--- src/design/cnlb_pkg.sv ---
`timescale 1ns / 1ps
// ----------------------------------------------------------------------------
// cnlb_pkg: shared types and constants for the card number class checker
// Widths of the binary input and the decimal digit row, class codes and the
// record that moves from one conversion cell to the next.
// ----------------------------------------------------------------------------
package cnlb_pkg;

    localparam int BIN_W          = 63;
    localparam int BCD_DIGITS     = 19;
    localparam int BCD_W          = 4 * BCD_DIGITS;
    localparam int CLASS_W        = 3;
    localparam int MAX_DIGITS_DEF = 16;
    localparam int LUHN_HALF      = 8;
    localparam int HALF_SUM_W     = 7;
    localparam int SUM_W          = 8;

    localparam logic [CLASS_W-1:0] CLASS_INVALID = 3'd0;
    localparam logic [CLASS_W-1:0] CLASS_16_LEAD4 = 3'd1;
    localparam logic [CLASS_W-1:0] CLASS_16_LEAD5 = 3'd2;
    localparam logic [CLASS_W-1:0] CLASS_15_LEAD3 = 3'd3;
    localparam logic [CLASS_W-1:0] CLASS_13_LEAD4 = 3'd4;

    typedef struct packed {
        logic             valid;
        logic [BCD_W-1:0] bcd;
        logic [BIN_W-1:0] bin;
    } t_cell;

endpackage

--- src/design/cnlb_classify.sv ---
`timescale 1ns / 1ps
// ----------------------------------------------------------------------------
// cnlb_classify: length, prefix and Luhn check on the decimal digit row
// Stage one finds the class from length and leading digits and forms two
// half sums of the Luhn terms; stage two adds them and keeps the class only
// when the total is a multiple of ten.
// ----------------------------------------------------------------------------
module cnlb_classify
    import cnlb_pkg::*;
#(
    parameter int MAX_DIGITS = MAX_DIGITS_DEF
) (
    input  logic               i_clk,
    input  logic               i_rst_n,
    input  logic               i_valid,
    input  logic [BCD_W-1:0]   i_bcd,
    output logic               o_valid,
    output logic [CLASS_W-1:0] o_card_class
);

    function automatic logic [3:0] luhn_term(input logic [3:0] d, input logic dbl);
        logic [3:0] t;
        if (!dbl) begin
            t = d;
        end else if (d >= 4'd5) begin
            t = 4'((d << 1) - 4'd9);
        end else begin
            t = 4'(d << 1);
        end
        return t;
    endfunction

    function automatic logic is_mult10(input logic [SUM_W-1:0] s);
        logic hit;
        hit = 1'b0;
        for (int k = 0; k <= 2 * LUHN_HALF * 9 / 10; k++) begin
            if (s == SUM_W'(k * 10)) begin
                hit = 1'b1;
            end
        end
        return hit;
    endfunction

    logic [3:0] w_d [BCD_DIGITS];
    logic       w_upper_zero;
    logic       w_len16;
    logic       w_len15;
    logic       w_len13;
    logic [CLASS_W-1:0]    n_s1_class;
    logic [HALF_SUM_W-1:0] n_sum_lo;
    logic [HALF_SUM_W-1:0] n_sum_hi;
    logic [SUM_W-1:0]      w_total;

    logic                  r_s1_valid;
    logic [CLASS_W-1:0]    r_s1_class;
    logic [HALF_SUM_W-1:0] r_sum_lo;
    logic [HALF_SUM_W-1:0] r_sum_hi;
    logic                  r_out_valid;
    logic [CLASS_W-1:0]    r_out_class;

    always_comb begin
        for (int k = 0; k < BCD_DIGITS; k++) begin
            w_d[k] = i_bcd[4*k +: 4];
        end
        w_upper_zero = (i_bcd[BCD_W-1:64] == '0);
        w_len16 = w_upper_zero && (w_d[15] != 4'd0);
        w_len15 = w_upper_zero && (w_d[15] == 4'd0) && (w_d[14] != 4'd0);
        w_len13 = w_upper_zero && (i_bcd[63:52] == '0) && (w_d[12] != 4'd0);

        n_s1_class = CLASS_INVALID;
        if (w_len16 && (MAX_DIGITS >= 16)) begin
            if (w_d[15] == 4'd4) begin
                n_s1_class = CLASS_16_LEAD4;
            end else if ((w_d[15] == 4'd5) && (w_d[14] >= 4'd1) && (w_d[14] <= 4'd5)) begin
                n_s1_class = CLASS_16_LEAD5;
            end
        end else if (w_len15 && (MAX_DIGITS >= 15)) begin
            if ((w_d[14] == 4'd3) && ((w_d[13] == 4'd4) || (w_d[13] == 4'd7))) begin
                n_s1_class = CLASS_15_LEAD3;
            end
        end else if (w_len13) begin
            if (w_d[12] == 4'd4) begin
                n_s1_class = CLASS_13_LEAD4;
            end
        end

        n_sum_lo = '0;
        n_sum_hi = '0;
        for (int k = 0; k < LUHN_HALF; k++) begin
            n_sum_lo = n_sum_lo + HALF_SUM_W'(luhn_term(w_d[k], k[0]));
            n_sum_hi = n_sum_hi + HALF_SUM_W'(luhn_term(w_d[k+LUHN_HALF], k[0]));
        end

        w_total = SUM_W'(r_sum_lo) + SUM_W'(r_sum_hi);
    end

    always_ff @(posedge i_clk) begin
        if (!i_rst_n) begin
            r_s1_valid  <= 1'b0;
            r_out_valid <= 1'b0;
        end else begin
            r_s1_valid  <= i_valid;
            r_out_valid <= r_s1_valid;
        end
    end

    always_ff @(posedge i_clk) begin
        r_s1_class <= n_s1_class;
        r_sum_lo   <= n_sum_lo;
        r_sum_hi   <= n_sum_hi;
        r_out_class <= is_mult10(w_total) ? r_s1_class : CLASS_INVALID;
    end

    assign o_valid      = r_out_valid;
    assign o_card_class = r_out_class;

    a_class_from_stage1: assert property (@(posedge i_clk) disable iff (!i_rst_n)
        r_out_valid |-> (r_out_class == CLASS_INVALID || r_out_class == $past(r_s1_class)))
        else $error("class differs from stage one class");

    a_stage_order: assert property (@(posedge i_clk) disable iff (!i_rst_n)
        r_out_valid |-> $past(r_s1_valid))
        else $error("result without stage one item");

endmodule

--- config.mk ---
export PLATFORM = sky130hd
export DESIGN_NAME = cnlb_classify
export DESIGN_NICKNAME = d
export VERILOG_FILES = /design/src/design/cnlb_pkg.sv /design/src/design/cnlb_classify.sv
export SDC_FILE = /design/constraint.sdc
export NUM_CORES = 1
export LEC_CHECK = 0
export BUFFER_PORTS_ARGS = -buffer_cell sky130_fd_sc_hd__buf_2
export CORE_MARGIN = 10
export CORE_UTILIZATION = 40
export DETAILED_ROUTE_END_ITERATION = 8
export PLACE_DENSITY = 0.65
export SYNTH_ARGS = -nofsm -noshare
export SYNTH_HDL_FRONTEND = slang
export SYNTH_SLANG_ARGS = --single-unit
--- constraint.sdc ---
create_clock -name i_clk -period 4.3 [get_ports i_clk]
set_clock_uncertainty 0.15 [all_clocks]
set_input_delay 0.645 -clock i_clk [delete_from_list [all_inputs] [get_ports i_clk]]
set_output_delay 0.645 -clock i_clk [all_outputs]
set_load 0.01 [all_outputs]
# == Word-level counts from Yosys, hierarchy flattened ==
# Cells that the tools add are included.
# word_totals
word_cells,105
in_bits,79
reg_bits,22
output_inout_bits,4
# classes
reduce_logical,16
add_sub_neg,23
eq_ne,20
n_lt_le_gt_ge,10
n_mux,30
# ops
cell,count
$add A7 B4 Y7,8
$eq A8 B7 Y1 const B,6
$ge A4 B3 Y1 const B,8
$mux W4,8
$sub A4 B4 Y4 const B,8
$eq A8 B6 Y1 const B,3
$logic_not A12 Y1,2
$eq A4 B3 Y1 const B,5
$eq A8 B5 Y1 const B,2
$eq A8 B8 Y1 const B,2
$mux W1,15
$mux W3,5
$add A6 B4 Y7,2
$add A5 B4 Y6,2
$reduce_bool A4 Y1,3
$add A4 B4 Y5,2
$add A7 B7 Y8,1
$eq A8 B4 Y1 const B,1
$logic_and A1 B1 Y1,8
$logic_not A8 Y1,1
$eq A4 B2 Y1 const B,1
$ge A4 B1 Y1 const B,1
$le A4 B3 Y1 const B,1
$logic_not A4 Y1,1
other kinds (2),3

# == Logic depth before layout (Yosys ltp) ==
# Gate-level depths: netlist of run 1.
# logic_depth
word_depth,17
depth_mapped,18
ltp_nobuf,18

# == Worst setup path after synthesis of run 1 ==
# OpenSTA, ideal clock, no wires.
# synth_path
path_kind,input port to flip-flop
from,input i_bcd[21]
to,register r_sum_lo[6]
path_buffers,0
setup_time_ns,0.059
stages,17
required_time_ns,4.091
arrival_time_ns,4.362
path_slack_ns,-0.271
cell_sequence,inv_1 > ha_1 > nand2b_1 > a21oi_1 > o21ai_0 > fa_1 > inv_1 > fa_1 > inv_1 > fa_1 > fa_1 > ha_1 > inv_1 > fa_1 > nor2b_1 > o21ai_0 > nand2b_1
# synth_via
elab_chain_len,5
elab_cells_between_ends,6
cone_classes,4 x add/sub; 1 x order compare; 1 x mux
# synth_rtl
element,line,rtl
"start, declared",cnlb_classify.sv:16,"input logic [BCD_W-1:0] i_bcd,"
$sub A4 B4 Y4 / $ge A4 B3 Y1 (equally long branches),"cnlb_classify.sv:26, cnlb_classify.sv:25",
$mux W4 *,cnlb_classify.sv:25,end else if (d >= 4'd5) begin
$add A7 B4 Y7 * (3 in series),cnlb_classify.sv:90,"n_sum_lo = n_sum_lo + HALF_SUM_W'(luhn_term(w_d[k], k[0]));"
via n_sum_lo[6],cnlb_classify.sv:50,logic [HALF_SUM_W-1:0] n_sum_lo;
"end signal, assigned",cnlb_classify.sv:109,r_sum_lo <= n_sum_lo;
"end, declared",cnlb_classify.sv:56,logic [HALF_SUM_W-1:0] r_sum_lo;
# Mark *: on every way through the listed nets, which the timed path passes. The rest lies on a longest branch.
# A chain may end at the register's enable or synchronous reset.

# == Final worst setup path of run 1 ==
# layout_path
from,input i_bcd[20]
to,register r_sum_lo[6]
# The elaborated chain is that of the path after synthesis.

==> qor.txt, run 1 <==
Multi-input logic area - 0.00272 mm²
WL met1 - 2.88 mm
DR top layer - met4
CP Max Fanout - 3
Worst Hold End - o_valid
Fillers - 768
Async SR Flop Fraction - 0%
# diodes - 0
Ys flop type - dfxtp_1
DRT Pass-1 Iters - 4
WHS Path Cells - 1
Avg WL per Cell - 12.6 µm
Reg2reg start - r_sum_lo[0]
Die X - 111 µm
Crit path capture type - register
Max-cap violations - 0
Vias post-DR - 2,740
Final Util - 53.1%
Die Area - 0.0123 mm²
Synth warn - 0
Die H - 111 µm
Final setup fails - 0
Worst Setup Start Kind - input pin
IO Count - 83
Yosys top cell area share - 28.6%
Layout net count - 636
Hold Vio Cnt, Final - 0
Clk_lat worst skew - 260 ps
Pwr/cell area - 667 mW/mm²
DRT Wirelength - 7.25 mm
Gpl congestion - 0.863
Cell Area, Synth - 0.00329 mm²
GRT overflow - 0
Hold WC Path Type - register to register
Routed wl met2 - 4.26 mm
Most common cell after layout, fill and taps aside - buf_2
Worst EP required - 4360 ps
Commonest non-fill, non-tap cells in the layout - buf_2, inv_1, fa_1, ha_1, buf_4
Lkg Pwr - 2.10 nW
Syn Nets - 526
Reg2Reg Setup Slack - 1490 ps
Max Slew Vio Count - 0
Area growth from synthesis to layout - 30.6%
Via density - 4.77
Placement Cell Area - 0.00401 mm²
Minimum clock period - 4290 ps
Run status - finished clean
Final period utilization - 99.7%
Normalized max-slew margin - 60.6%
Max stage delay on crit path - 530 ps
Layout cells sized above 1 - 34.8%
Crit path kind - input pin to register
CP cell instances - buf_4, ha_4, nand2b_4, a21oi_4, o21ai_2, fa_2, inv_2, fa_1, inv_1, fa_1, fa_1, ha_2, inv_2, fa_2, nor2b_1, o21ai_1, nand2b_1
Placed insts - 566
Largest net degree at the start of global routing - 14
CTS tree - done
R2R Path End - o_card_class[0]
Worst slew pin tran - 587 ps
TritonCTS Buffers - 3
DRT iter0 DRCs - 41
Initial Utilization - 40.6%
CTS sink count - 22
Clk buf depth - 2
Gr usage total - 11.2%
Post-Layout Cell Count - 574
Cell count after synthesis - 360
Row count - 33
Arrival time at the worst endpoint - 4340 ps
Met3 routed WL - 56 µm
Register area share after synthesis - 13.4%
Synthesized flop and latch total - 22
Storage cell area - 440 µm²
Remaining DRCs - 0
Core outline area - 0.00809 mm²
Count of unique library cells instantiated by Yosys - 48
Initial antenna violation count - 0
Unrepaired setup endpoints after global routing - yes
Setup tns final - 0 ps
Buffers on Ports - 82
H-tree depth - 1
Syn avg cell area - 9.14 µm²
Vias in the first global route - 2,970
Worst Reg2Reg Path Length in Cells - 9
Largest area contributor in the netlist - fa_1
Number of synthesized flops with an enable pin - 0
Global-route wire length before repair - 12.2 mm
F_max - 233 MHz
HPWL Detailed - 6.54 mm
Synth top area cells - fa_1, ha_1, dfxtp_1
Final instance area - 0.00430 mm²
Clock edge transition at the registers on the reported setup and hold paths - 80 ps
HP Start - r_s1_valid
Worst ir drop on vdd - 353 µV
Slowest-stage cell, CP - fa_2
CTS Root Buffer Type - clkbuf_8
CP dominant cell by count - fa_1
Remaining antenna violation count after routing - 0
Total power - 0.00286 W
==> per-stage QoR <==
step | setup slack (ps) | hold WS, ps
final | 12.4 | 290
after global routing | -112 | 308
after CTS | 13.4 | 289
after detailed placement | -273 | 272
after global placement | -213 | 260
after floorplan | 2.49 | 256
==> worst max path at each step <==
stage               from           to  slack [ps]  depth (start not counted)
3_3_place_gp   i_bcd[21]  r_sum_lo[6]        -210                         18
2_1_floorplan  i_bcd[53]  r_sum_hi[3]           2                         15
4_1_cts        i_bcd[21]  r_sum_lo[6]          10                         17
3_5_place_dp   i_bcd[21]  r_sum_lo[6]        -270                         17
6_report       i_bcd[20]  r_sum_lo[6]          10                         17
5_1_grt        i_bcd[20]  r_sum_lo[6]        -110                         17
==> registers in the layout, summed over array words and instances, names as in the netlist <==
register and flops:
o_card_class 3, o_valid 1, r_s1_class 3, r_s1_valid 1, r_sum_hi 7, r_sum_lo 7
==> kinds of logic (layout without fill, tap and decap cells) <==
family / Yosys count / count (layout) / share of synthesized area [%]
buffers and inverters: 83 / 192 / 9.81
AND/OR/NAND/NOR: 92 / 92 / 16.6
AO/OA/AOI/OAI: 54 / 54 / 10.4
multiplexers: 3 / 3 / 0.951
adder cells (fa/ha/maj): 87 / 87 / 43.8
XOR/XNOR: 19 / 19 / 5.06
flip-flops: 22 / 22 / 13.4
==> routing by layer <==
metal,vias up,global-route usage [%]
li1,1368,-
met1,1343,12.3
met2,23,22.6
met3,6,0.649
met4,0,2.60
met5,-,0
==> cell usage after synthesis (all sizes together) (4+ instances only) <==
library cell	instances
inv	81
fa	47
ha	40
a21oi	23
nand2	23
dfxtp	22
xnor2	17
o21ai	15
nor2	14
nand2b	10
nor3b	6
and2	5
nor3	5
nor4	5
a21o	4
nand3	4
==> repair_timing <==
action	in CTS	in global routing
hold buffers	0	0
buffers inserted	0	4
pin swaps	0	20
gates resized for setup	1	49
setup endpoints to repair	1	8
==> power by group <==
| part | switching [W] | internal, W | leakage (nW) | total (W) |
|---|---|---|---|---|
| Sequential | 0.0000306 | 0.000299 | 0.183 | 0.000329 |
| Clock | 0.0000629 | 0.000124 | 0.0357 | 0.000187 |
| Combinational | 0.00125 | 0.00110 | 1.88 | 0.00235 |
| Total | 0.00134 | 0.00152 | 2.10 | 0.00286 |
==> cell type report <==
type	instances	area share, %
inverters	81	7.25
repair buffers	107	14.5
clock inverters	1	0.699
clock buffers	3	0.961
flip-flops and latches	22	10.3
well taps	105	3.06
multi-input cells	255	63.3
==> worst max-delay path, delay by kind of cell <==
family,cells,cell delay [ps]
buffers and inverters,4,270
adders and majority gates,7,2750
and+or+nand+nor,3,330
AOI/OAI and AO/OA,3,330
Note: power is estimated with default switching activity, not from simulation.
==> run 2: changes to the inputs <==
--- a/config.mk
+++ b/config.mk
@@ -8,6 +8,7 @@
 export BUFFER_PORTS_ARGS = -buffer_cell sky130_fd_sc_hd__buf_2
 export CORE_MARGIN = 10
 export CORE_UTILIZATION = 40
+export CTS_BUF_LIST = sky130_fd_sc_hd__clkbuf_4
 export DETAILED_ROUTE_END_ITERATION = 8
 export PLACE_DENSITY = 0.65
 export SYNTH_ARGS = -nofsm -noshare
==> run 2 against run 1 <==
  * Maximum frequency rose by 1.1%
  * Die area did not move
  * Worst hold slack improved by 7.8 ps
  * Critical path depth did not move
  * Critical endpoint unchanged
  * Largest cell class unchanged
==> qor.txt, run 2 (synthesis results as in run 1) <==
Initial Utilization - 40.6%
Max stage delay on crit path - 530 ps
Most common cell after layout, fill and taps aside - buf_2
Largest net degree at the start of global routing - 14
Layout net count - 636
Commonest non-fill, non-tap cells in the layout - buf_2, inv_1, fa_1, ha_1, buf_4
Storage cell area - 440 µm²
Crit path kind - input pin to register
Normalized max-slew margin - 60.5%
CTS tree - done
Placement Cell Area - 0.00401 mm²
Crit path capture type - register
Initial antenna violation count - 0
Final Worst Setup Slack - 58.8 ps
CP Max Fanout - 3
Run status - finished clean
Minimum clock period - 4240 ps
Gpl congestion - 0.863
Area growth from synthesis to layout - 29.7%
Layout cells sized above 1 - 34.1%
Clk buf depth - 2
Worst EP required - 4400 ps
Setup slack at placement - -273 ps
Via density - 4.76
DRT Pass-1 Iters - 4
F_max - 236 MHz
Multi-input logic area - 0.00271 mm²
Worst slew pin tran - 588 ps
Max Slew Vio Count - 0
Vias post-DR - 2,732
Worst hold margin - 298 ps
DRT iter0 DRCs - 50
HPWL Detailed - 6.54 mm
DRT Wirelength - 7.24 mm
CP dominant cell by count - fa_1
Fillers - 776
Final setup fails - 0
Core outline area - 0.00809 mm²
Vias in the first global route - 2,954
CTS sink count - 22
IO Count - 83
Row count - 33
CTS Root Buffer Type - clkbuf_4
Pwr/cell area - 660 mW/mm²
Arrival time at the worst endpoint - 4340 ps
Global-route wire length before repair - 12.1 mm
Die Area - 0.0123 mm²
# diodes - 0
Clock edge transition at the registers on the reported setup and hold paths - 120 ps
Die H - 111 µm
Worst ir drop on vdd - 363 µV
Slowest-stage cell, CP - fa_2
TritonCTS Buffers - 3
Buffers on Ports - 82
Avg WL per Cell - 12.6 µm
H-tree depth - 1
Max-cap violations - 0
Remaining antenna violation count after routing - 0
GRT overflow - 0
Final instance area - 0.00427 mm²
Hold WC Path Type - register to register
Unrepaired setup endpoints after global routing - yes
Gr usage total - 11.1%
Setup tns final - 0 ps
Hold Vio Cnt, Final - 0
Remaining DRCs - 0
Die X - 111 µm
Lkg Pwr - 2.09 nW
Worst Setup Start Kind - input pin
Final period utilization - 98.6%
Clk_lat worst skew - 300 ps
CP cell instances - buf_4, ha_4, nand2b_4, a21oi_4, o21ai_2, fa_2, inv_2, fa_1, inv_1, fa_1, fa_1, ha_2, inv_2, fa_2, nor2b_1, o21ai_1, nand2b_1
Top flop regs - r_sum_hi (7), r_sum_lo (7)
## run 2: cell count changes in the layout (fill, tap and decap cells not counted)
cell | before | now
clkbuf_4 | 0 | 3
xnor2_2 | 2 | 1
xnor2_1 | 15 | 16
clkbuf_8 | 3 | 0
inv_1 | 71 | 72
ha_1 | 30 | 31
ha_2 | 5 | 4
inv_2 | 8 | 7
## run 2: repair_timing
| item | CTS | global route |
|---|---|---|
| setup buffers | 0 | 4 |
| setup endpoints to repair | 0 | 7 |
| hold buffers | 0 | 0 |
| gates resized for setup | 0 | 47 |
## run 2: critical path, delay by kind of cell
kind,cells,cell delay [ps]
fa+ha+maj,7,2750
simple gates,3,330
compound gates,3,330
buf+inv,4,270
## run 2: worst paths after layout
path	startpoint	slack [ps]	endpoint	cells after the start
worst max register to register	r_sum_lo[0]	1450	o_card_class[0]	9
worst min-delay path	r_s1_valid	300	o_valid	1
worst max-delay path	i_bcd[20]	60	r_sum_lo[6]	17
worst min register to register	r_s1_valid	300	o_valid	1
## run 2: metrics by stage
stage          util (%)  power, W  cells
2_1_floorplan         -   0.00215    360
3_3_place_gp       49.6   0.00255    566
3_5_place_dp       49.6   0.00263    566
4_1_cts            50.2   0.00279    570
5_1_grt            52.7   0.00319    574
6_report           52.7   0.00282    574
## run 2: metal layers
metal | wire [µm] | part of all wire (%) | global-route usage (%)
met5 | 0 | 0 | 0
met1 | 2840 | 39 | 12.3
met3 | 68 | 0.94 | 0.595
met2 | 4240 | 59 | 22.4
met4 | 88 | 1.2 | 2.43
## run 2: area by class of cell
type / instances / area share (%)
clock buffer: 3 / 0.528
inverter: 81 / 7.30
timing repair buffer: 107 / 14.6
clock inverter: 1 / 0.704
tap: 105 / 3.08
sequential: 22 / 10.3
multi-input combinational: 255 / 63.5
## run 2: power by group
part | total [W] | internal [W] | switching, W
clock | 0.000151 | 0.0000941 | 0.0000567
sequential | 0.000329 | 0.000298 | 0.0000306
combinational | 0.00234 | 0.00109 | 0.00124
total | 0.00282 | 0.00148 | 0.00133
