$ cat src/design/cnlb_pkg.sv
`timescale 1ns / 1ps
// ----------------------------------------------------------------------------
// cnlb_pkg: shared types and constants for the card number class checker
// Widths of the binary input and the decimal digit row, class codes and the
// record that moves from one conversion cell to the next.
// ----------------------------------------------------------------------------
package cnlb_pkg;

    localparam int BIN_W          = 63;
    localparam int BCD_DIGITS     = 19;
    localparam int BCD_W          = 4 * BCD_DIGITS;
    localparam int CLASS_W        = 3;
    localparam int MAX_DIGITS_DEF = 16;
    localparam int LUHN_HALF      = 8;
    localparam int HALF_SUM_W     = 7;
    localparam int SUM_W          = 8;

    localparam logic [CLASS_W-1:0] CLASS_INVALID = 3'd0;
    localparam logic [CLASS_W-1:0] CLASS_16_LEAD4 = 3'd1;
    localparam logic [CLASS_W-1:0] CLASS_16_LEAD5 = 3'd2;
    localparam logic [CLASS_W-1:0] CLASS_15_LEAD3 = 3'd3;
    localparam logic [CLASS_W-1:0] CLASS_13_LEAD4 = 3'd4;

    typedef struct packed {
        logic             valid;
        logic [BCD_W-1:0] bcd;
        logic [BIN_W-1:0] bin;
    } t_cell;

endpackage

$ cat src/design/cnlb_cell.sv
`timescale 1ns / 1ps
// ----------------------------------------------------------------------------
// cnlb_cell: one shift-and-add-3 conversion cell
// Corrects every decimal digit of 5 or more by 3, then shifts the next binary
// bit into the digit row and registers the result for the next cell.
// ----------------------------------------------------------------------------
module cnlb_cell
    import cnlb_pkg::*;
(
    input  logic  i_clk,
    input  logic  i_rst_n,
    input  t_cell i_cell,
    output t_cell o_cell
);

    logic             r_valid;
    logic [BCD_W-1:0] r_bcd;
    logic [BIN_W-1:0] r_bin;
    logic [BCD_W-1:0] n_bcd;
    logic [BIN_W-1:0] n_bin;
    logic [BCD_W-1:0] w_adj;

    always_comb begin
        for (int k = 0; k < BCD_DIGITS; k++) begin
            if (i_cell.bcd[4*k +: 4] >= 4'd5) begin
                w_adj[4*k +: 4] = i_cell.bcd[4*k +: 4] + 4'd3;
            end else begin
                w_adj[4*k +: 4] = i_cell.bcd[4*k +: 4];
            end
        end
        n_bcd = {w_adj[BCD_W-2:0], i_cell.bin[BIN_W-1]};
        n_bin = {i_cell.bin[BIN_W-2:0], 1'b0};
    end

    always_ff @(posedge i_clk) begin
        if (!i_rst_n) begin
            r_valid <= 1'b0;
        end else begin
            r_valid <= i_cell.valid;
        end
    end

    always_ff @(posedge i_clk) begin
        r_bcd <= n_bcd;
        r_bin <= n_bin;
    end

    assign o_cell.valid = r_valid;
    assign o_cell.bcd   = r_bcd;
    assign o_cell.bin   = r_bin;

endmodule

$ cat config.mk
export PLATFORM = sky130hd
export DESIGN_NAME = cnlb_cell
export DESIGN_NICKNAME = d
export VERILOG_FILES = /design/src/design/cnlb_pkg.sv /design/src/design/cnlb_cell.sv
export SDC_FILE = /design/constraint.sdc
export NUM_CORES = 1
export LEC_CHECK = 0
export BUFFER_PORTS_ARGS = -buffer_cell sky130_fd_sc_hd__buf_2
export CAP_MARGIN = 25
export CORE_MARGIN = 10
export CORE_UTILIZATION = 43
export CTS_CLUSTER_DIAMETER = 30
export DETAILED_ROUTE_END_ITERATION = 6
export PLACE_DENSITY = 0.8
export SLEW_MARGIN = 10
export SYNTH_ARGS = -nofsm -noshare
export SYNTH_HDL_FRONTEND = slang
export SYNTH_SLANG_ARGS = --single-unit
$ cat constraint.sdc
create_clock -name i_clk -period 1.5 [get_ports i_clk]
set_clock_uncertainty 0.15 [all_clocks]
set_input_delay 0.225 -clock i_clk [delete_from_list [all_inputs] [get_ports i_clk]]
set_output_delay 0.225 -clock i_clk [all_outputs]
set_load 0.02 [all_outputs]
Word-level counts from Yosys, hierarchy flattened
Cells that the tools add are included.
Widths: inputs -> output; s select.
{"block": "word_totals", "register_bits": 139, "in_bits": 142, "wordCells": 60}
{"block": "op_classes", "add_sub_neg": 19, "n_lt_le_gt_ge": 19, "muxes": 19}
{"cell": "$ge 4x3->1 const B", "count": 19}
{"cell": "$add 4x2->4 const B", "count": 18}
{"cell": "$mux 4", "count": 18}
{"cell": "$add 3x2->3 const B", "count": 1}
{"cell": "$mux 3", "count": 1}

Depth between registers and ports, before layout
Gate-level depths: netlist of the first run.
{"block": "logic_depth", "ltp_word": 2, "mapped_depth": 5}

Least setup slack after synthesis of the first run
No wires, ideal clock.
{"block": "synth_path", "path_kind": "input -> register", "from": "in i_cell[72] (netlist bit)", "to": "reg r_bcd[10]", "setup_ns": 0.072, "arrival_ns": 0.938, "t_required_ns": 1.278, "slack_ns": 0.341, "cell_stages": 5, "path_buffers": 0, "cell_sequence": "inv_1 > ha_1 > nand2b_1 > a21oi_2 > mux2i_1"}
{"block": "synth_between", "elab_chain_len": 2, "word_cells_on_any_way": 3, "classes_between": "add/sub (1); order compare (1); mux (1)"}
{"element": "from (decl)", "line_no": "cnlb_cell.sv:12", "rtl": "input t_cell i_cell,"}
{"element": "$add 4x2->4 or $ge 4x3->1 (tied branches)", "line_no": "cnlb_cell.sv:26, cnlb_cell.sv:25"}
{"element": "$mux 4 *", "line_no": "cnlb_cell.sv:25", "rtl": "if (i_cell.bcd[4*k +: 4] >= 4'd5) begin"}
{"element": "net n_bcd[10]", "line_no": "cnlb_cell.sv:19", "rtl": "logic [BCD_W-1:0] n_bcd;"}
{"element": "to (signal assigned)", "line_no": "cnlb_cell.sv:44", "rtl": "r_bcd <= n_bcd;"}
{"element": "to (decl)", "line_no": "cnlb_cell.sv:17", "rtl": "logic [BCD_W-1:0] r_bcd;"}
The timed path passes the listed nets; every way through them passes the cells marked *.
A chain may end at the register's enable or synchronous reset.

Worst setup path after layout of the first run
{"block": "layout_path", "from": "in i_cell[64] (netlist bit)", "to": "reg r_bcd[2]"}
The elaborated chain is that of the path after synthesis.

==> results of run 1 <==
-- metal layers --
layer	GRT usage, %	part of all wire, %
met5	0	0
met3	10.3	10
met4	10.6	3.0
met1	21.4	32
met2	45.4	55
-- cell type report --
class / count / area, sq um / share of cell area [%]
antenna: 4 / 10.0 / 0.118
clock buffer: 22 / 433 / 5.12
multi-input combinational: 264 / 1870 / 22.1
timing repair buffer: 433 / 2960 / 34.9
inverter: 38 / 143 / 1.69
clock inverter: 8 / 97.6 / 1.15
tap: 140 / 175 / 2.07
sequential: 139 / 2780 / 32.9
-- where the power goes --
| part | switching [uW] | leakage (uW) | total [uW] | internal, uW |
|---|---|---|---|---|
| clock network | 1500 | 0.000251 | 3830 | 2330 |
| registers | 90.3 | 0.00117 | 4090 | 4000 |
| logic | 1040 | 0.00281 | 1870 | 832 |
| total | 2630 | 0.00423 | 9790 | 7160 |
-- final timing paths --
| path | start | endpoint |
|---|---|---|
| hold / removal | i_cell[72] | r_bcd[10] |
| setup / recovery | i_cell[64] | r_bcd[2] |
-- cells in the final DEF (no fill, tap or decap) --
cell / Yosys / layout
a21oi_2: 19 / 12
clkinvlp_4: 0 / 3
clkbuf_16: 0 / 16
ha_2: 0 / 4
inv_1: 38 / 38
ha_4: 0 / 1
clkinv_2: 0 / 3
xnor2_1: 19 / 19
nor2_1: 19 / 19
mux2i_1: 19 / 19
dlygate4sd3_1: 0 / 153
o21ai_0: 18 / 15
buf_2: 0 / 277
ha_1: 38 / 33
diode_2: 0 / 4
nand2b_1: 37 / 35
o21ai_1: 18 / 20
and2_1: 1 / 1
clkbuf_1: 0 / 5
a21oi_4: 0 / 7
clkbuf_8: 0 / 1
dlymetal6s4s_1: 0 / 3
o21ai_2: 0 / 1
bufinv_16: 0 / 2
conb_1: 1 / 1
nand2_1: 75 / 75
nand2b_4: 0 / 2
dfxtp_1: 139 / 139
-- metrics by stage --
step                      total power, uW  util (%)  instance area (sq um)
after floorplan                      4900         -                   4710
after detailed placement             5560      58.1                   6270
final                                9790      78.4                   8460
after CTS                            9700      77.3                   8350
after global placement               5510      58.1                   6270
after global routing                10200      78.4                   8460
-- cell families after synthesis --
logic type	synth area share [%]
muxes	4.03
adders and majority gates	10.1
xor gates and xnor gates	3.53
other	0.0796
and+or+nand+nor	12.5
AOI/OAI and AO/OA	7.35
buffers and inverters	3.34
DFF	59.0
-- what timing repair did --
| action | 4_1_cts | 5_1_grt |
|---|---|---|
| endpoints found under the hold margin | 139 | 7 |
| gates resized for setup | 0 | 22 |
| endpoints found under the setup margin | 0 | 21 |
| hold buffers | 154 | 8 |
-- state kept, by name, indices dropped and copies added (netlist names) --
name,cells
r_bin,62
r_bcd,76
r_valid,1
==> flow_summary.ini, run 1 <==
[floorplan]
start_util_pct = 43.7
die_y_microns = 125
coreArea_sq_mm = 0.0108
fp.dieArea_sq_mm = 0.0155
io-pin-count = 282
rows = 38
fp.dieW_microns = 125

[worst_setup_path]
critPathCaptureType = flop
slowest_stage = dlygate4sd3_1
crit_type = in2reg
critPathMaxStageDelay_ps = 560
worst_ep_arrival_time_ps = 1770
start_kind = primary input
cp.required_ps = 1790
worstPathMaxFanout = 3
path_delay_family = buffers and inverters
cp.depth = 7
worstPathCellList = dlygate4sd3_1 -> buf_2 -> inv_1 -> ha_1 -> nand2b_1 -> a21oi_2 -> mux2i_1
critical_path_buf_inv_count = 3

[synthesis]
yosysSeqAreaShare_pct = 59.0
yosysTopAreaCell = dfxtp_1
synth_nets = 623
synthDistinctLibCells = 14
ys_ff_latch = 139
synth_area_leaders = dfxtp_1 59%, ha_1 10%, nand2_1 6.0%, nand2b_1 4.9%, mux2i_1 4.0%
synth_common_cells = 139 x dfxtp_1, 75 x nand2_1, 38 x ha_1, 38 x inv_1, 37 x nand2b_1
syn_avg_cell_area_sq_um = 10.6
synth-edff-count = 0
synth_most_common_cell = dfxtp_1
syn_area_sq_mm = 0.00471
synthArstFlopShare_pct = 0
yosys.area.top_type_share_pct = 59.0
synth_cells = 443
synth_warnings = 0
synth_top_flop_cell = dfxtp_1

[outcome]
status = finished with violations
failed_checks = negative hold slack

[timing]
drv_slew = 0
timing.final.crit_share_pct = 98.4
setup_viol = 0
final_hold_viol_count = 3
fmax_mhz = 678
final.setup.tns_ps = 0
fin_hold_ws_ps = -127
finalCriticalPeriod_ps = 1480
setup_ws_ps = 24.2

[cts]
htree_levels = 4
cts_sinks = 139
clk_pin_slew_ps = 60
root_buffer = clkbuf_8
cts_setup_buffers = 0
cts_made_buffers = 17
clock_path_buffers = 2
tritoncts = built

[placed_design]
finalWeightedCongestion = 0.874
dp_hpwl_microns = 11300
numPlacedInstances = 861
dpl_worst_slack_ps = 104
io_buffers = 280

[routing]
wl_microns = 19600
vias_per_cell = 4.70
vias = 4923
antenna_left = 0
wl_per_cell_microns = 18.7
first_iter_violations = 292
drc = 0
drtPass1Iterations = 5

[run]
maxCapViolCount = 0

[finish]
final_layout_size_suffix_gt1_share_pct = 36.4
syn2layout_area_growth_pct = 79.6
fin_nets = 1073
nFillCells = 563
instances_no_fill = 1048

[min_path]
hold_depth = 3
hold_class = in2reg

[pwr]
power_leakage_uw = 0.00423
vdd_drop_max_mv = 0.784
powerDensity_mw_per_mm2 = 1160

[global_routing]
track_usage_pct = 24.0
antenna_found_initial = 4
grt_overflow = 0
grt_pass1_wl_microns = 29600
grt_pass1_vias = 5444
grt_max_degree = 17
No activity file was read; power rests on OpenSTA's default activity.
==> run 2, diff against run 1 <==
==> constraint.sdc (replaced) <==
create_clock -name i_clk -period 1.6 [get_ports i_clk]
set_clock_uncertainty 0.15 [all_clocks]
set_input_delay 0.24 -clock i_clk [delete_from_list [all_inputs] [get_ports i_clk]]
set_output_delay 0.24 -clock i_clk [all_outputs]
set_load 0.02 [all_outputs]
==> flow_summary.ini, run 2 (synthesis gave the netlist of run 1 again) <==
[floorplan]
io-pin-count = 282
coreArea_sq_mm = 0.0108
die_y_microns = 125
fp.dieArea_sq_mm = 0.0155
start_util_pct = 43.7
fp.dieW_microns = 125
rows = 38

[routing]
drc = 0
vias = 5209
antenna_left = 0
wl_microns = 21700
vias_per_cell = 4.90
first_iter_violations = 444
drtPass1Iterations = 6
wl_per_cell_microns = 20.4

[timing]
setup_viol = 5
setup_ws_ps = -45.8
final_hold_viol_count = 0
finalCriticalPeriod_ps = 1650
fin_hold_ws_ps = 16.6
drv_slew = 0
timing.final.crit_share_pct = 103
fmax_mhz = 608

[worst_setup_path]
worstPathCellList = dlygate4sd3_1 -> buf_2 -> inv_2 -> ha_4 -> nor2_4 -> nand2_1 -> dlygate4sd3_1 -> nand2_1
start_kind = primary input
critPathCaptureType = flop
cp.required_ps = 1860
critPathLaunch = i_cell[112]
crit_type = in2reg
worstPathMaxFanout = 3
critPathMaxStageDelay_ps = 570
slowest_stage = dlygate4sd3_1
worst_ep_arrival_time_ps = 1900

[cts]
cts_made_buffers = 17
tritoncts = built
clk_pin_slew_ps = 60
htree_levels = 4
root_buffer = clkbuf_8
clock_path_buffers = 2
cts_sinks = 139

[min_path]
hold_class = in2reg
min-delay-start = i_cell[63]

[finish]
final_layout_size_suffix_gt1_share_pct = 39.2
largest_reg_flops = 76
final_common_cell = buf_2
post-route-cell-area_sq_mm = 0.00868
reg_top3 = r_bcd x76, r_bin x62, r_valid x1
regMostFlops = r_bcd
fin_nets = 1088
nFillCells = 544
layout_common_cells = 268 x buf_2, 161 x dlygate4sd3_1, 139 x dfxtp_1
syn2layout_area_growth_pct = 84.2

[global_routing]
track_usage_pct = 26.1
grt_pass1_vias = 5766
grt_max_degree = 17
antenna_found_initial = 3
grt_pass1_wl_microns = 32100
grt_overflow = 0

[pwr]
powerDensity_mw_per_mm2 = 1060
total_power_uw = 9220
power_leakage_uw = 0.00428
vdd_drop_max_mv = 0.743

[placed_design]
finalWeightedCongestion = 0.874
post_dp_cell_area_sq_mm = 0.00627
dp_hpwl_microns = 11200
io_buffers = 280

[outcome]
status = finished with violations
failed_checks = negative setup slack

[run]
maxCapViolCount = 0
-- run 2: critical path: cells and delay by family --
family	cells	cell delay, ps
buffers and inverters	4	1310
and+or+nand+nor	3	190
adders and majority gates	1	160
-- run 2: power breakdown --
group / internal, uW / total (uW) / switching [uW]
clock: 2080 / 3540 / 1450
sequential: 3750 / 3840 / 90.8
combinational: 820 / 1850 / 1030
total: 6650 / 9220 / 2570
-- run 2: repair_timing --
action,4_1_cts,5_1_grt
setup buffers,0,6
resized for setup,0,70
hold endpoints to repair,139,1
endpoints found under the setup margin,0,25
hold buffers,170,1
-- run 2: routing by layer --
metal | up-vias | global-route usage [%] | wire length [microns]
li1 | 2341 | - | -
met1 | 2496 | 22.9 | 6810
met2 | 312 | 50.2 | 11900
met3 | 60 | 9.66 | 2190
met4 | 0 | 13.0 | 782
met5 | - | 0 | 0
-- run 2: worst paths after layout --
path	cells after the start	endpoint	slack (ps)
hold / removal	4	r_bcd[2]	20
setup / recovery	8	r_bcd[51]	-50
-- run 2: cell type report --
type / instances / area [sq um] / share of cell area [%]
Inverter: 38 / 148 / 1.70
Timing Repair Buffer: 448 / 3130 / 36.0
Tap cell: 140 / 175 / 2.02
Sequential cell: 139 / 2780 / 32.1
Clock inverter: 8 / 71.3 / 0.821
Multi-Input combinational cell: 264 / 1930 / 22.2
Clock buffer: 23 / 447 / 5.14
Antenna cell: 3 / 7.51 / 0.0865
-- run 2: through the flow --
step | util [%] | setup slack, ps | cells | setup TNS [ps]
floorplan | - | 426 | 443 | 0
global placement | 58.1 | 271 | 861 | 0
detailed placement | 58.1 | 200 | 861 | 0
CTS | 78.7 | 22.1 | 1062 | 0
global route | 80.4 | -48.9 | 1063 | -200
finish | 80.4 | -45.8 | 1063 | -79.9
==> run 3, diff against run 2 <==
--- a/config.mk
+++ b/config.mk
@@ -7,10 +7,11 @@
 export LEC_CHECK = 0
 export BUFFER_PORTS_ARGS = -buffer_cell sky130_fd_sc_hd__buf_2
 export CAP_MARGIN = 25
-export CORE_MARGIN = 10
+export CORE_MARGIN = 2
 export CORE_UTILIZATION = 43
 export CTS_CLUSTER_DIAMETER = 30
 export DETAILED_ROUTE_END_ITERATION = 6
+export HOLD_SLACK_MARGIN = 0.12
 export PLACE_DENSITY = 0.8
 export SLEW_MARGIN = 10
 export SYNTH_ARGS = -nofsm -noshare
==> flow_summary.ini, run 3 (synthesis gave the netlist of run 1 again) <==
[routing]
drc = 0
drtPass1Iterations = 7
wl_per_cell_microns = 17.5
vias_per_cell = 4.78
first_iter_violations = 217
wl_microns = 18500
antenna_left = 0
vias = 5053

[worst_setup_path]
start_kind = primary input
cp.required_ps = 1890
crit_type = in2reg
worst_ep_arrival_time_ps = 1930
critPathCaptureType = flop
worstPathCellList = dlygate4sd3_1 -> buf_6 -> buf_4 -> ha_1 -> nand2b_1 -> a21oi_2 -> mux2i_1
cp.depth = 7
critPathLaunch = i_cell[103]
slowest_stage = dlygate4sd3_1
crit_end = r_bcd[42]
critPathMaxStageDelay_ps = 560
path_delay_family = buffers and inverters
critical_path_buf_inv_count = 3
worstPathMaxFanout = 3

[timing]
setup_ws_ps = -41.7
timing.final.crit_share_pct = 103
final.setup.tns_ps = -75.4
drv_slew = 0
setup_viol = 5
finalCriticalPeriod_ps = 1640
fmax_mhz = 609
final_hold_viol_count = 0

[placed_design]
dp_hpwl_microns = 9140
numPlacedInstances = 861
finalWeightedCongestion = 0.747
io_buffers = 280
post_dp_cell_area_sq_mm = 0.00627

[finish]
final_layout_size_suffix_gt1_share_pct = 40.2
post-route-cell-area_sq_mm = 0.00876
fin_nets = 1086
final_common_cell = buf_2
syn2layout_area_growth_pct = 85.8
nFillCells = 537
seq_area_sq_mm = 0.00278
largest_reg_flops = 76
multiInputGateArea_sq_mm = 0.00193
regMostFlops = r_bcd
fin_util_pct = 81.5
reg_top3 = r_bcd x76, r_bin x62, r_valid x1
n_antenna_cell = 0
instances_no_fill = 1058
layout_common_cells = 261 x buf_2, 163 x dlygate4sd3_1, 139 x dfxtp_1

[floorplan]
start_util_pct = 43.9
fp.dieArea_sq_mm = 0.0118
fp.dieW_microns = 109
io-pin-count = 282
coreArea_sq_mm = 0.0107
rows = 38
die_y_microns = 109

[outcome]
failed_checks = negative setup slack
status = finished with violations

[pwr]
vdd_drop_max_mv = 0.892
powerDensity_mw_per_mm2 = 1080
power_leakage_uw = 0.00430

[min_path]
hold_class = in2reg

[cts]
cts_sinks = 139
clk_pin_slew_ps = 60
htree_levels = 4
tritoncts = built
cts_made_buffers = 17
root_buffer = clkbuf_8
clock_path_buffers = 2

[global_routing]
track_usage_pct = 29.9
grt_overflow = 0
grt_pass1_vias = 5379
antenna_found_initial = 1
grt_max_degree = 17
grt_pass1_wl_microns = 26300

[run]
maxCapViolCount = 0
-- run 3: through the flow --
stage | setup slack (ps) | power, uW | hold WS, ps
5_1_grt | -59.4 | 9830 | 154
3_5_place_dp | 226 | 5190 | 194
3_3_place_gp | 249 | 5130 | 192
4_1_cts | 6.75 | 9320 | 174
6_report | -41.7 | 9500 | 110
2_1_floorplan | 426 | 4600 | 118
-- run 3: worst min-delay path by stage --
| stage | from | endpoint | cells past startpoint | slack, ps |
|---|---|---|---|---|
| after floorplan | i_cell[62] | r_bcd[0] | 0 | 120 |
| final | i_cell[68] | r_bcd[6] | 4 | 110 |
| after global placement | i_cell[62] | r_bcd[0] | 1 | 190 |
| after detailed placement | i_cell[6] | r_bin[7] | 1 | 190 |
| after global routing | i_cell[68] | r_bcd[6] | 4 | 150 |
| after CTS | i_cell[38] | r_bin[39] | 2 | 170 |
-- run 3: area by class of cell --
class	count	share of cell area (%)
inverter	38	1.71
clock buffer	21	5.36
clock inverter	10	1.31
timing repair buffer	446	35.8
tap	140	2.00
sequential	139	31.8
multi-input combinational	264	22.0
-- run 3: where the power goes --
part | switching [uW] | total, uW | internal (uW) | leakage [uW]
combinational | 995 | 1810 | 817 | 0.00285
clock | 1480 | 3850 | 2370 | 0.000282
sequential | 84.0 | 3830 | 3750 | 0.00117
total | 2560 | 9500 | 6940 | 0.00430
-- run 3: routing by layer --
layer,vias up,track usage (%),wire (microns)
met5,-,0,13
met4,2,18.3,993
met3,83,10.9,1300
met2,256,57.8,10200
met1,2374,25.5,6030
li1,2338,-,-
-- run 3: repair_timing --
action	CTS	global route
endpoints found under the hold margin	139	2
hold buffers	174	2
resized for setup	0	80
buffers inserted	0	6
setup endpoints to repair	0	26
